**config.mk**
```make
export PLATFORM = sky130hd
export DESIGN_NAME = flash_append_write_splitter
export DESIGN_NICKNAME = d
export VERILOG_FILES = /design/src/hw/rtl/fas_pkg.sv /design/src/hw/rtl/fas_ctrl.sv /design/src/hw/rtl/fas_dp.sv /design/src/hw/rtl/flash_append_write_splitter.sv
export SDC_FILE = /design/constraint.sdc
export NUM_CORES = 1
export LEC_CHECK = 0
export BUFFER_PORTS_ARGS = -buffer_cell sky130_fd_sc_hd__buf_2
export CAP_MARGIN = 20
export CORE_MARGIN = 5
export CORE_UTILIZATION = 58
export CTS_CLUSTER_DIAMETER = 60
export DETAILED_ROUTE_END_ITERATION = 16
export PLACE_DENSITY = 0.85
export SYNTH_ARGS = -nofsm -noshare
export SYNTH_HDL_FRONTEND = slang
export SYNTH_SLANG_ARGS = --single-unit
```
**constraint.sdc**
```tcl
create_clock -name i_clk -period 7 [get_ports i_clk]
set_input_delay 0.7 -clock i_clk [delete_from_list [all_inputs] [get_ports i_clk]]
set_output_delay 0.7 -clock i_clk [all_outputs]
set_load 0.01 [all_outputs]
```
**src/hw/rtl/fas_pkg.sv**
```systemverilog
package fas_pkg;

    // Configuration port
    localparam int CfgAddrW = 2;
    localparam int CfgDataW = 16;

    localparam logic [CfgAddrW-1:0] CFG_WRITE_LIMIT  = 2'd0;
    localparam logic [CfgAddrW-1:0] CFG_START_PAGE   = 2'd1;
    localparam logic [CfgAddrW-1:0] CFG_START_OFFSET = 2'd2;

    // Register reset values and limits
    localparam logic [7:0]  LIMIT_RESET  = 8'h20;
    localparam logic [7:0]  LIMIT_FLOOR  = 8'd8;
    localparam logic [15:0] START_PAGE_RESET   = 16'd0;
    localparam logic [7:0]  START_OFFSET_RESET = 8'd0;

    // Page size default; room in a page needs one bit more than an offset
    localparam int PAGE_BYTES_DEF = 256;
    localparam int RoomW          = 9;

    // Input item kinds
    localparam logic OP_APPEND = 1'b0;
    localparam logic OP_RESET  = 1'b1;

    // Stream widths
    localparam int InDataW  = 8;
    localparam int OutDataW = 64;

    // Controller to datapath commands
    typedef struct packed {
        logic take;   // input item accepted this cycle
        logic step;   // advance the split by one chunk or one page skip
    } t_cmd;

    // Datapath to controller status
    typedef struct packed {
        logic single;     // pending input item gives exactly one result at once
        logic room_zero;  // pointer sits past the page end: next step is a skip
        logic last;       // next chunk finishes the append
    } t_stat;

endpackage

```
**src/hw/rtl/fas_ctrl.sv**
```systemverilog
module fas_ctrl
    import fas_pkg::*;
(
    input  logic  i_clk,
    input  logic  i_rst_n,
    input  logic  i_in_valid,
    output logic  o_in_ready,
    input  logic  i_out_ready,
    output logic  o_out_valid,
    input  t_stat i_stat,
    output t_cmd  o_cmd
);

    localparam logic ST_IDLE = 1'b0;
    localparam logic ST_RUN  = 1'b1;

    logic r_state, n_state;
    logic r_out_valid, n_out_valid;
    logic out_free;
    logic load;

    // Output slot frees up when empty or being taken this cycle
    assign out_free = !r_out_valid || i_out_ready;

    always_comb begin
        o_in_ready = 1'b0;
        o_cmd      = '0;
        n_state    = r_state;
        case (r_state)
            ST_IDLE: begin
                o_in_ready = out_free;
                o_cmd.take = i_in_valid && out_free;
                if (o_cmd.take && !i_stat.single) begin
                    n_state = ST_RUN;
                end
            end
            ST_RUN: begin
                // A page skip needs no output slot
                o_cmd.step = i_stat.room_zero || out_free;
                if (o_cmd.step && !i_stat.room_zero && i_stat.last) begin
                    n_state = ST_IDLE;
                end
            end
            default: begin
                n_state = ST_IDLE;
            end
        endcase
    end

    // Track the output register occupancy
    assign load = (o_cmd.take && i_stat.single) || (o_cmd.step && !i_stat.room_zero);

    always_comb begin
        if (load) begin
            n_out_valid = 1'b1;
        end else if (i_out_ready) begin
            n_out_valid = 1'b0;
        end else begin
            n_out_valid = r_out_valid;
        end
    end

    always_ff @(posedge i_clk) begin
        if (!i_rst_n) begin
            r_state     <= ST_IDLE;
            r_out_valid <= 1'b0;
        end else begin
            r_state     <= n_state;
            r_out_valid <= n_out_valid;
        end
    end

    assign o_out_valid = r_out_valid;

endmodule

```
**src/hw/rtl/fas_dp.sv**
```systemverilog
module fas_dp
    import fas_pkg::*;
#(
    parameter int PAGE_BYTES = PAGE_BYTES_DEF
) (
    input  logic                i_clk,
    input  logic                i_rst_n,
    input  logic                i_cfg_we,
    input  logic [CfgAddrW-1:0] i_cfg_addr,
    input  logic [CfgDataW-1:0] i_cfg_wdata,
    input  logic                i_op,
    input  logic [7:0]          i_len,
    input  t_cmd                i_cmd,
    output t_stat               o_stat,
    output logic [OutDataW-1:0] o_data,
    output logic                o_last
);

    localparam logic [RoomW-1:0] PageSize = RoomW'(PAGE_BYTES);

    // Configuration registers
    logic [7:0]  r_write_limit;
    logic [15:0] r_start_page;
    logic [7:0]  r_start_offset;

    // Pointer and split counters
    logic [15:0] r_page, n_page;
    logic [7:0]  r_off, n_off;
    logic [7:0]  r_left, n_left;
    logic [7:0]  r_pos, n_pos;

    // Output register
    logic [15:0] r_o_cpage;
    logic [7:0]  r_o_coff;
    logic [7:0]  r_o_clen;
    logic [7:0]  r_o_idx;
    logic        r_o_last;
    logic [15:0] r_o_ppage;
    logic [7:0]  r_o_poff;

    logic [7:0]       limit;
    logic [RoomW-1:0] off_ext;
    logic [RoomW-1:0] left_ext;
    logic [RoomW-1:0] room;
    logic [RoomW-1:0] seg;
    logic [7:0]       clen;
    logic             past_end;
    logic             adv;
    logic             seg_end;
    logic             single;
    logic             chunk_load;

    // Write configuration registers
    always_ff @(posedge i_clk) begin
        if (!i_rst_n) begin
            r_write_limit  <= LIMIT_RESET;
            r_start_page   <= START_PAGE_RESET;
            r_start_offset <= START_OFFSET_RESET;
        end else if (i_cfg_we) begin
            case (i_cfg_addr)
                CFG_WRITE_LIMIT:  r_write_limit  <= i_cfg_wdata[7:0];
                CFG_START_PAGE:   r_start_page   <= i_cfg_wdata;
                CFG_START_OFFSET: r_start_offset <= i_cfg_wdata[7:0];
                default: ;
            endcase
        end
    end

    // Compute the next chunk from the current pointer
    assign limit    = (r_write_limit < LIMIT_FLOOR) ? LIMIT_FLOOR : r_write_limit;
    assign off_ext  = {1'b0, r_off};
    assign left_ext = {1'b0, r_left};
    assign past_end = off_ext >= PageSize;
    assign room     = past_end ? '0 : PageSize - off_ext;
    assign adv      = left_ext >= room;
    assign seg      = adv ? room : left_ext;
    assign seg_end  = seg <= {1'b0, limit};
    assign clen     = seg_end ? seg[7:0] : limit;

    assign single     = (i_op == OP_RESET) || (i_len == 8'd0);
    assign chunk_load = i_cmd.step && !past_end;

    assign o_stat.single    = single;
    assign o_stat.room_zero = past_end;
    assign o_stat.last      = r_left == clen;

    // Update pointer and counters
    always_comb begin
        n_page = r_page;
        n_off  = r_off;
        n_left = r_left;
        n_pos  = r_pos;
        if (i_cmd.take) begin
            if (i_op == OP_RESET) begin
                n_page = r_start_page;
                n_off  = r_start_offset;
                n_left = '0;
                n_pos  = '0;
            end else begin
                n_left = i_len;
                n_pos  = '0;
                // Empty append still leaves a page it has overrun
                if (i_len == 8'd0 && past_end) begin
                    n_page = r_page + 16'd1;
                    n_off  = '0;
                end
            end
        end else if (i_cmd.step) begin
            if (past_end) begin
                n_page = r_page + 16'd1;
                n_off  = '0;
            end else begin
                n_left = r_left - clen;
                n_pos  = r_pos + clen;
                if (seg_end && adv) begin
                    n_page = r_page + 16'd1;
                    n_off  = '0;
                end else begin
                    n_off = r_off + clen;
                end
            end
        end
    end

    always_ff @(posedge i_clk) begin
        if (!i_rst_n) begin
            r_page <= START_PAGE_RESET;
            r_off  <= START_OFFSET_RESET;
            r_left <= '0;
            r_pos  <= '0;
        end else begin
            r_page <= n_page;
            r_off  <= n_off;
            r_left <= n_left;
            r_pos  <= n_pos;
        end
    end

    // Load the output register
    always_ff @(posedge i_clk) begin
        if (i_cmd.take && single) begin
            r_o_cpage <= (i_op == OP_RESET) ? r_start_page : r_page;
            r_o_coff  <= (i_op == OP_RESET) ? r_start_offset : r_off;
            r_o_clen  <= '0;
            r_o_idx   <= '0;
            r_o_last  <= 1'b1;
            r_o_ppage <= n_page;
            r_o_poff  <= n_off;
        end else if (chunk_load) begin
            r_o_cpage <= r_page;
            r_o_coff  <= r_off;
            r_o_clen  <= clen;
            r_o_idx   <= r_pos;
            r_o_last  <= r_left == clen;
            r_o_ppage <= n_page;
            r_o_poff  <= n_off;
        end
    end

    assign o_data = {r_o_poff, r_o_ppage, r_o_idx, r_o_clen, r_o_coff, r_o_cpage};
    assign o_last = r_o_last;

endmodule

```
**src/hw/rtl/flash_append_write_splitter.sv**
```systemverilog
// Append splitter for a log kept in page-programmed flash.
// Slave stream: one item per request; tuser is the op (append or pointer
// reset), tdata the append length. Master stream: one item per program chunk,
// tlast on the final chunk of a request. A reset op or an empty append gives
// one zero-length item.
// Config port: write write_limit, start_page or start_offset by index while
// the block is idle; a write takes effect on the next edge.
// Timing: a single-result request shows its item in the cycle after acceptance.
// An append first loads its counters and enters the run state; each step then
// loads one chunk into the output register, one chunk per cycle while the
// receiver takes them; a pointer past the page end costs a page skip step.
// A request holds the block until its last chunk is loaded; only then is a new request taken.
// Reset: synchronous, clears the pointer to page 0 offset 0, write_limit to
// 32, start registers to 0, and empties the output register.
// Stall: the block holds its output item and pauses the split (page skips
// go on) until the receiver takes it; a new request is taken only when
// the output register is empty or its item leaves in the same cycle.
module flash_append_write_splitter
    import fas_pkg::*;
#(
    parameter int PAGE_BYTES = PAGE_BYTES_DEF
) (
    input  logic                i_clk,
    input  logic                i_rst_n,
    // Configuration
    input  logic                i_cfg_we,
    input  logic [CfgAddrW-1:0] i_cfg_addr,
    input  logic [CfgDataW-1:0] i_cfg_wdata,
    // Request stream
    input  logic                i_s_axis_tvalid,
    output logic                o_s_axis_tready,
    input  logic [InDataW-1:0]  i_s_axis_tdata,   // [7:0] append_length
    input  logic                i_s_axis_tuser,   // [0] op
    // Chunk stream
    output logic                o_m_axis_tvalid,
    input  logic                i_m_axis_tready,
    // [15:0] chunk_page, [23:16] chunk_offset, [31:24] chunk_length,
    // [39:32] data_index, [55:40] pointer_page, [63:56] pointer_offset
    output logic [OutDataW-1:0] o_m_axis_tdata,
    output logic                o_m_axis_tlast    // last_chunk
);

    t_cmd  cmd;
    t_stat stat;

    fas_ctrl u_ctrl (
        .i_clk       (i_clk),
        .i_rst_n     (i_rst_n),
        .i_in_valid  (i_s_axis_tvalid),
        .o_in_ready  (o_s_axis_tready),
        .i_out_ready (i_m_axis_tready),
        .o_out_valid (o_m_axis_tvalid),
        .i_stat      (stat),
        .o_cmd       (cmd)
    );

    fas_dp #(
        .PAGE_BYTES (PAGE_BYTES)
    ) u_dp (
        .i_clk       (i_clk),
        .i_rst_n     (i_rst_n),
        .i_cfg_we    (i_cfg_we),
        .i_cfg_addr  (i_cfg_addr),
        .i_cfg_wdata (i_cfg_wdata),
        .i_op        (i_s_axis_tuser),
        .i_len       (i_s_axis_tdata[7:0]),
        .i_cmd       (cmd),
        .o_stat      (stat),
        .o_data      (o_m_axis_tdata),
        .o_last      (o_m_axis_tlast)
    );

    // Request is taken only when the output slot can take its first result
    a_ready_slot: assert property (@(posedge i_clk) disable iff (!i_rst_n)
        o_s_axis_tready |-> (!o_m_axis_tvalid || i_m_axis_tready))
        else $error("request taken while output slot is stalled");

    // Reset op gives its single item on the next cycle
    a_reset_op: assert property (@(posedge i_clk) disable iff (!i_rst_n)
        (i_s_axis_tvalid && o_s_axis_tready && i_s_axis_tuser == OP_RESET)
        |=> (o_m_axis_tvalid && o_m_axis_tlast))
        else $error("reset op did not give one final item");

    // Zero-length items always close their request
    a_zero_last: assert property (@(posedge i_clk) disable iff (!i_rst_n)
        (o_m_axis_tvalid && o_m_axis_tdata[31:24] == 8'd0) |-> o_m_axis_tlast)
        else $error("zero-length item without last mark");

endmodule

```
==> flow_summary_export.csv <==
group,metric,value,unit
outcome,outcome,"finished clean",
sta,drv_slew,0,
drt,drt_pass1_iterations,5,
synth,synthArstFlopShare,0,%
clock_tree,cts_setup_buffers,0,
worst_setup_path,end_kind,"register",
global_route,track_usage,25.8,%
sta,min_period,6.42,ns
worst_setup_path,critical_path_class,"reg -> reg",
worst_setup_path,start_kind,"register",
sta,fin_skew,0.0111,ns
worst_setup_path,cp_max_fo,15,
drt,wl_per_cell,17.5,um
clock_tree,clock_latency,0.43,ns
clock_tree,clock-sinks,139,
cells_and_area,drive_gt1_share,18.3,%
synth,synth-seq-cells,139,
hold_path,holdCritPathClass,"reg -> reg",
synth,synth_area_leader_cell,"dfxtp_1",
placed_design,dp_cells,1058,
clock_tree,root_buffer,"clkbuf_16",
sta,hold_violations,0,
synth,syn_nets,887,
sta,max_slew_margin,29.8,%
sta,worst-slew-pin-transition,1.05,ns
clock_tree,cts_tree,"yes",
placed_design,dpl.hpwl,13400,um
floorplan,io-pin-count,99,
power,p_leak,3.75,nW
global_route,antenna_found_initial,0,
sta,fmax,156,MHz
placed_design,place_congestion,0.952,
synth,synth_edf_count,48,
cells_and_area,nFillCells,1021,
synth,synth.avg_cell_area,8.99,sq um
global_route,grt_max_degree,49,
cells_and_area,fin_cells,1092,
floorplan,start_util,58.5,%
power,powerDensity,555,nW/um^2
drt,drt_iter0_drc,732,
floorplan,die_h,122,um
clock_tree,numCtsBuffers,17,
drt,vias_per_cell,5.85,
floorplan,rows,41,
synth,syn_inst,814,
sta,final-setup-viol-count,0,
drt,drc,0,
cells_and_area,nets,980,
synth,netlist.area_leader.share,24.9,%
worst_setup_path,required,7.32,ns
floorplan,core,12500,sq um
global_route,gr-total-overflow,0,
global_route,grt.met2_usage,38.9,%
synth,synth_warnings,0,
global_route,met3_usage,5.81,%
worst_setup_path,worstPathArrival,6.73,ns
floorplan,die_w,122,um
drt,wl,19100,um
clock_tree,h-tree-depth,4,
floorplan,die-area,15000,sq um
clock_tree,cts_resized,0,
cells_and_area,area_growth,17.4,%
global_route,grt_pass1_vias,5917,
cells_and_area,antenna_cells,0,
sta,rsz0062_at_grt,"false",
sta,setup-tns-final,0,ns
placed_design,port-buffer-count,98,
run,maxCapViolCount,0,
synth,synth_area,7320,sq um
global_route,grt_util_met1,36.1,%
synth,synth.distinct_cells,77,
clock_tree,hold_buffers,0,
drt,final_antenna_net_count,0,
clock_tree,clk_pin_slew,0.06,ns
synth,ys.flop_type,"dfxtp_1",
global_route,grt_pass1_wl,29900,um
power,ir_worst_vdd,0.302,mV
sta,period_share,91.7,%
synth,seq_area_frac_synth,44.6,%
synth,synthTopCellsByArea,"dfxtp_1, edfxtp_1, nand2_1, ha_1, a21oi_1",
clock_tree,cts_buffer_depth,2,
drt,vias,6388,
global_route,grt_most_used_layer,"met2",
==> cell type report <==
type / instances / area [sq um] / share of cell area, %
timing repair buffer: 113 / 636 / 7.40
sequential: 139 / 3260 / 38.0
inverter: 43 / 161 / 1.88
clock buffer: 20 / 437 / 5.08
clock inverter: 12 / 148 / 1.72
tap: 172 / 215 / 2.50
multi-input combinational: 593 / 3730 / 43.4
==> per-stage QoR <==
| step | hold WS (ns) | power [mW] | utilization, % | setup slack (ns) | cell area [sq um] |
|---|---|---|---|---|---|
| detailed placement | 0.446 | 3.82 | 63.6 | 0.635 | 7960 |
| floorplan | 0.437 | 3.12 | - | 0.714 | 7320 |
| finish | 0.457 | 4.77 | 68.6 | 0.584 | 8590 |
| CTS | 0.455 | 4.73 | 68.3 | 0.610 | 8540 |
| global route | 0.471 | 5.12 | 68.6 | 0.0339 | 8590 |
| global placement | 0.444 | 3.77 | 63.6 | 0.750 | 7960 |
==> flip-flops by register name, indices dropped and copies added (netlist names), 16 cells and up <==
| register | count |
|---|---|
| u_dp.r_page | 16 |
| u_dp.r_o_ppage | 16 |
| u_dp.r_start_page | 16 |
| u_dp.r_o_cpage | 16 |
==> path summary, 6_finish.rpt <==
kind                    startpoint                     to  slack [ns]  depth (start not counted)
min          u_dp.r_start_page[12]  u_dp.r_start_page[12]        0.46                          2
max                  u_dp.r_off[1]          u_dp.r_pos[7]        0.58                         26
min reg2reg  u_dp.r_start_page[12]  u_dp.r_start_page[12]        0.46                          2
max reg2reg          u_dp.r_off[1]          u_dp.r_pos[7]        0.58                         26
==> cell usage after synthesis, types with 11 or more instances <==
cell type and number:
nand2_1 171, dfxtp_1 91, a21oi_1 65, nor2_1 61, edfxtp_1 48, inv_1 42
ha_1 38, clkbuf_1 28, o21ai_0 27, mux2i_1 19, xnor2_1 17, nand3_1 12
nor3_1 12, a21o_1 11
==> power by group <==
part           internal, mW  switching, mW
Combinational          1.07           1.63
Clock                 0.558          0.340
Sequential             1.06          0.113
==> placed cells by master (no fill, tap or decap), types with 5 or more instances in the layout <==
cell type and instances:
a211oi_1 8, a21o_1 11, a21oi_1 65, a222oi_1 6, a22o_1 5, a311oi_1 5
and2_1 8, and3_1 5, buf_2 98, buf_4 13, clkbuf_16 17, dfxtp_1 91
edfxtp_1 48, ha_1 38, inv_1 41, mux2_2 6, mux2i_1 19, nand2_1 171
nand2b_1 6, nand3_1 12, nand3b_1 6, nor2_1 60, nor3_1 12, nor3b_1 7
nor4_1 10, o21ai_0 27, xnor2_1 17
==> cells by family after synthesis <==
| group | Yosys count | synth area share [%] |
|---|---|---|
| adder cells (fa/ha/maj) | 41 | 7.32 |
| flip-flops | 139 | 44.6 |
| XOR/XNOR | 21 | 2.51 |
| AND/OR/NAND/NOR | 326 | 20.7 |
| AO/OA/AOI/OAI | 178 | 16.2 |
| multiplexers | 27 | 4.14 |
| buffers and inverters | 82 | 4.48 |
==> layer usage <==
metal  share of wire, %  wire length, um
met1                 43             8310
met2                 45             8660
met3                9.0             1730
met5                  0                0
met4                2.2              424
==> critical path, stage by stage, from the launching register on <==
cell and delay (ns):
dfxtp_1 0.34, inv_1 0.12, ha_1 0.24, nand2_1 0.08, xnor2_1 0.34, ha_1 0.33
and3_1 0.19, a32oi_1 0.19, o2111ai_2 0.23, a21o_1 0.22, a21oi_1 0.13, a2bb2oi_1 0.31
inv_1 0.08, ha_1 0.32, a21oi_1 0.12, o21ai_0 0.09, a221oi_1 0.37, a41o_1 0.30
buf_4 0.29, mux2i_1 0.32, inv_1 0.15, ha_1 0.35, a21oi_1 0.10, o21ai_0 0.54
nor3_1 0.14, a311oi_1 0.31, nand3_1 0.10
(Power assumes the default switching activity.)
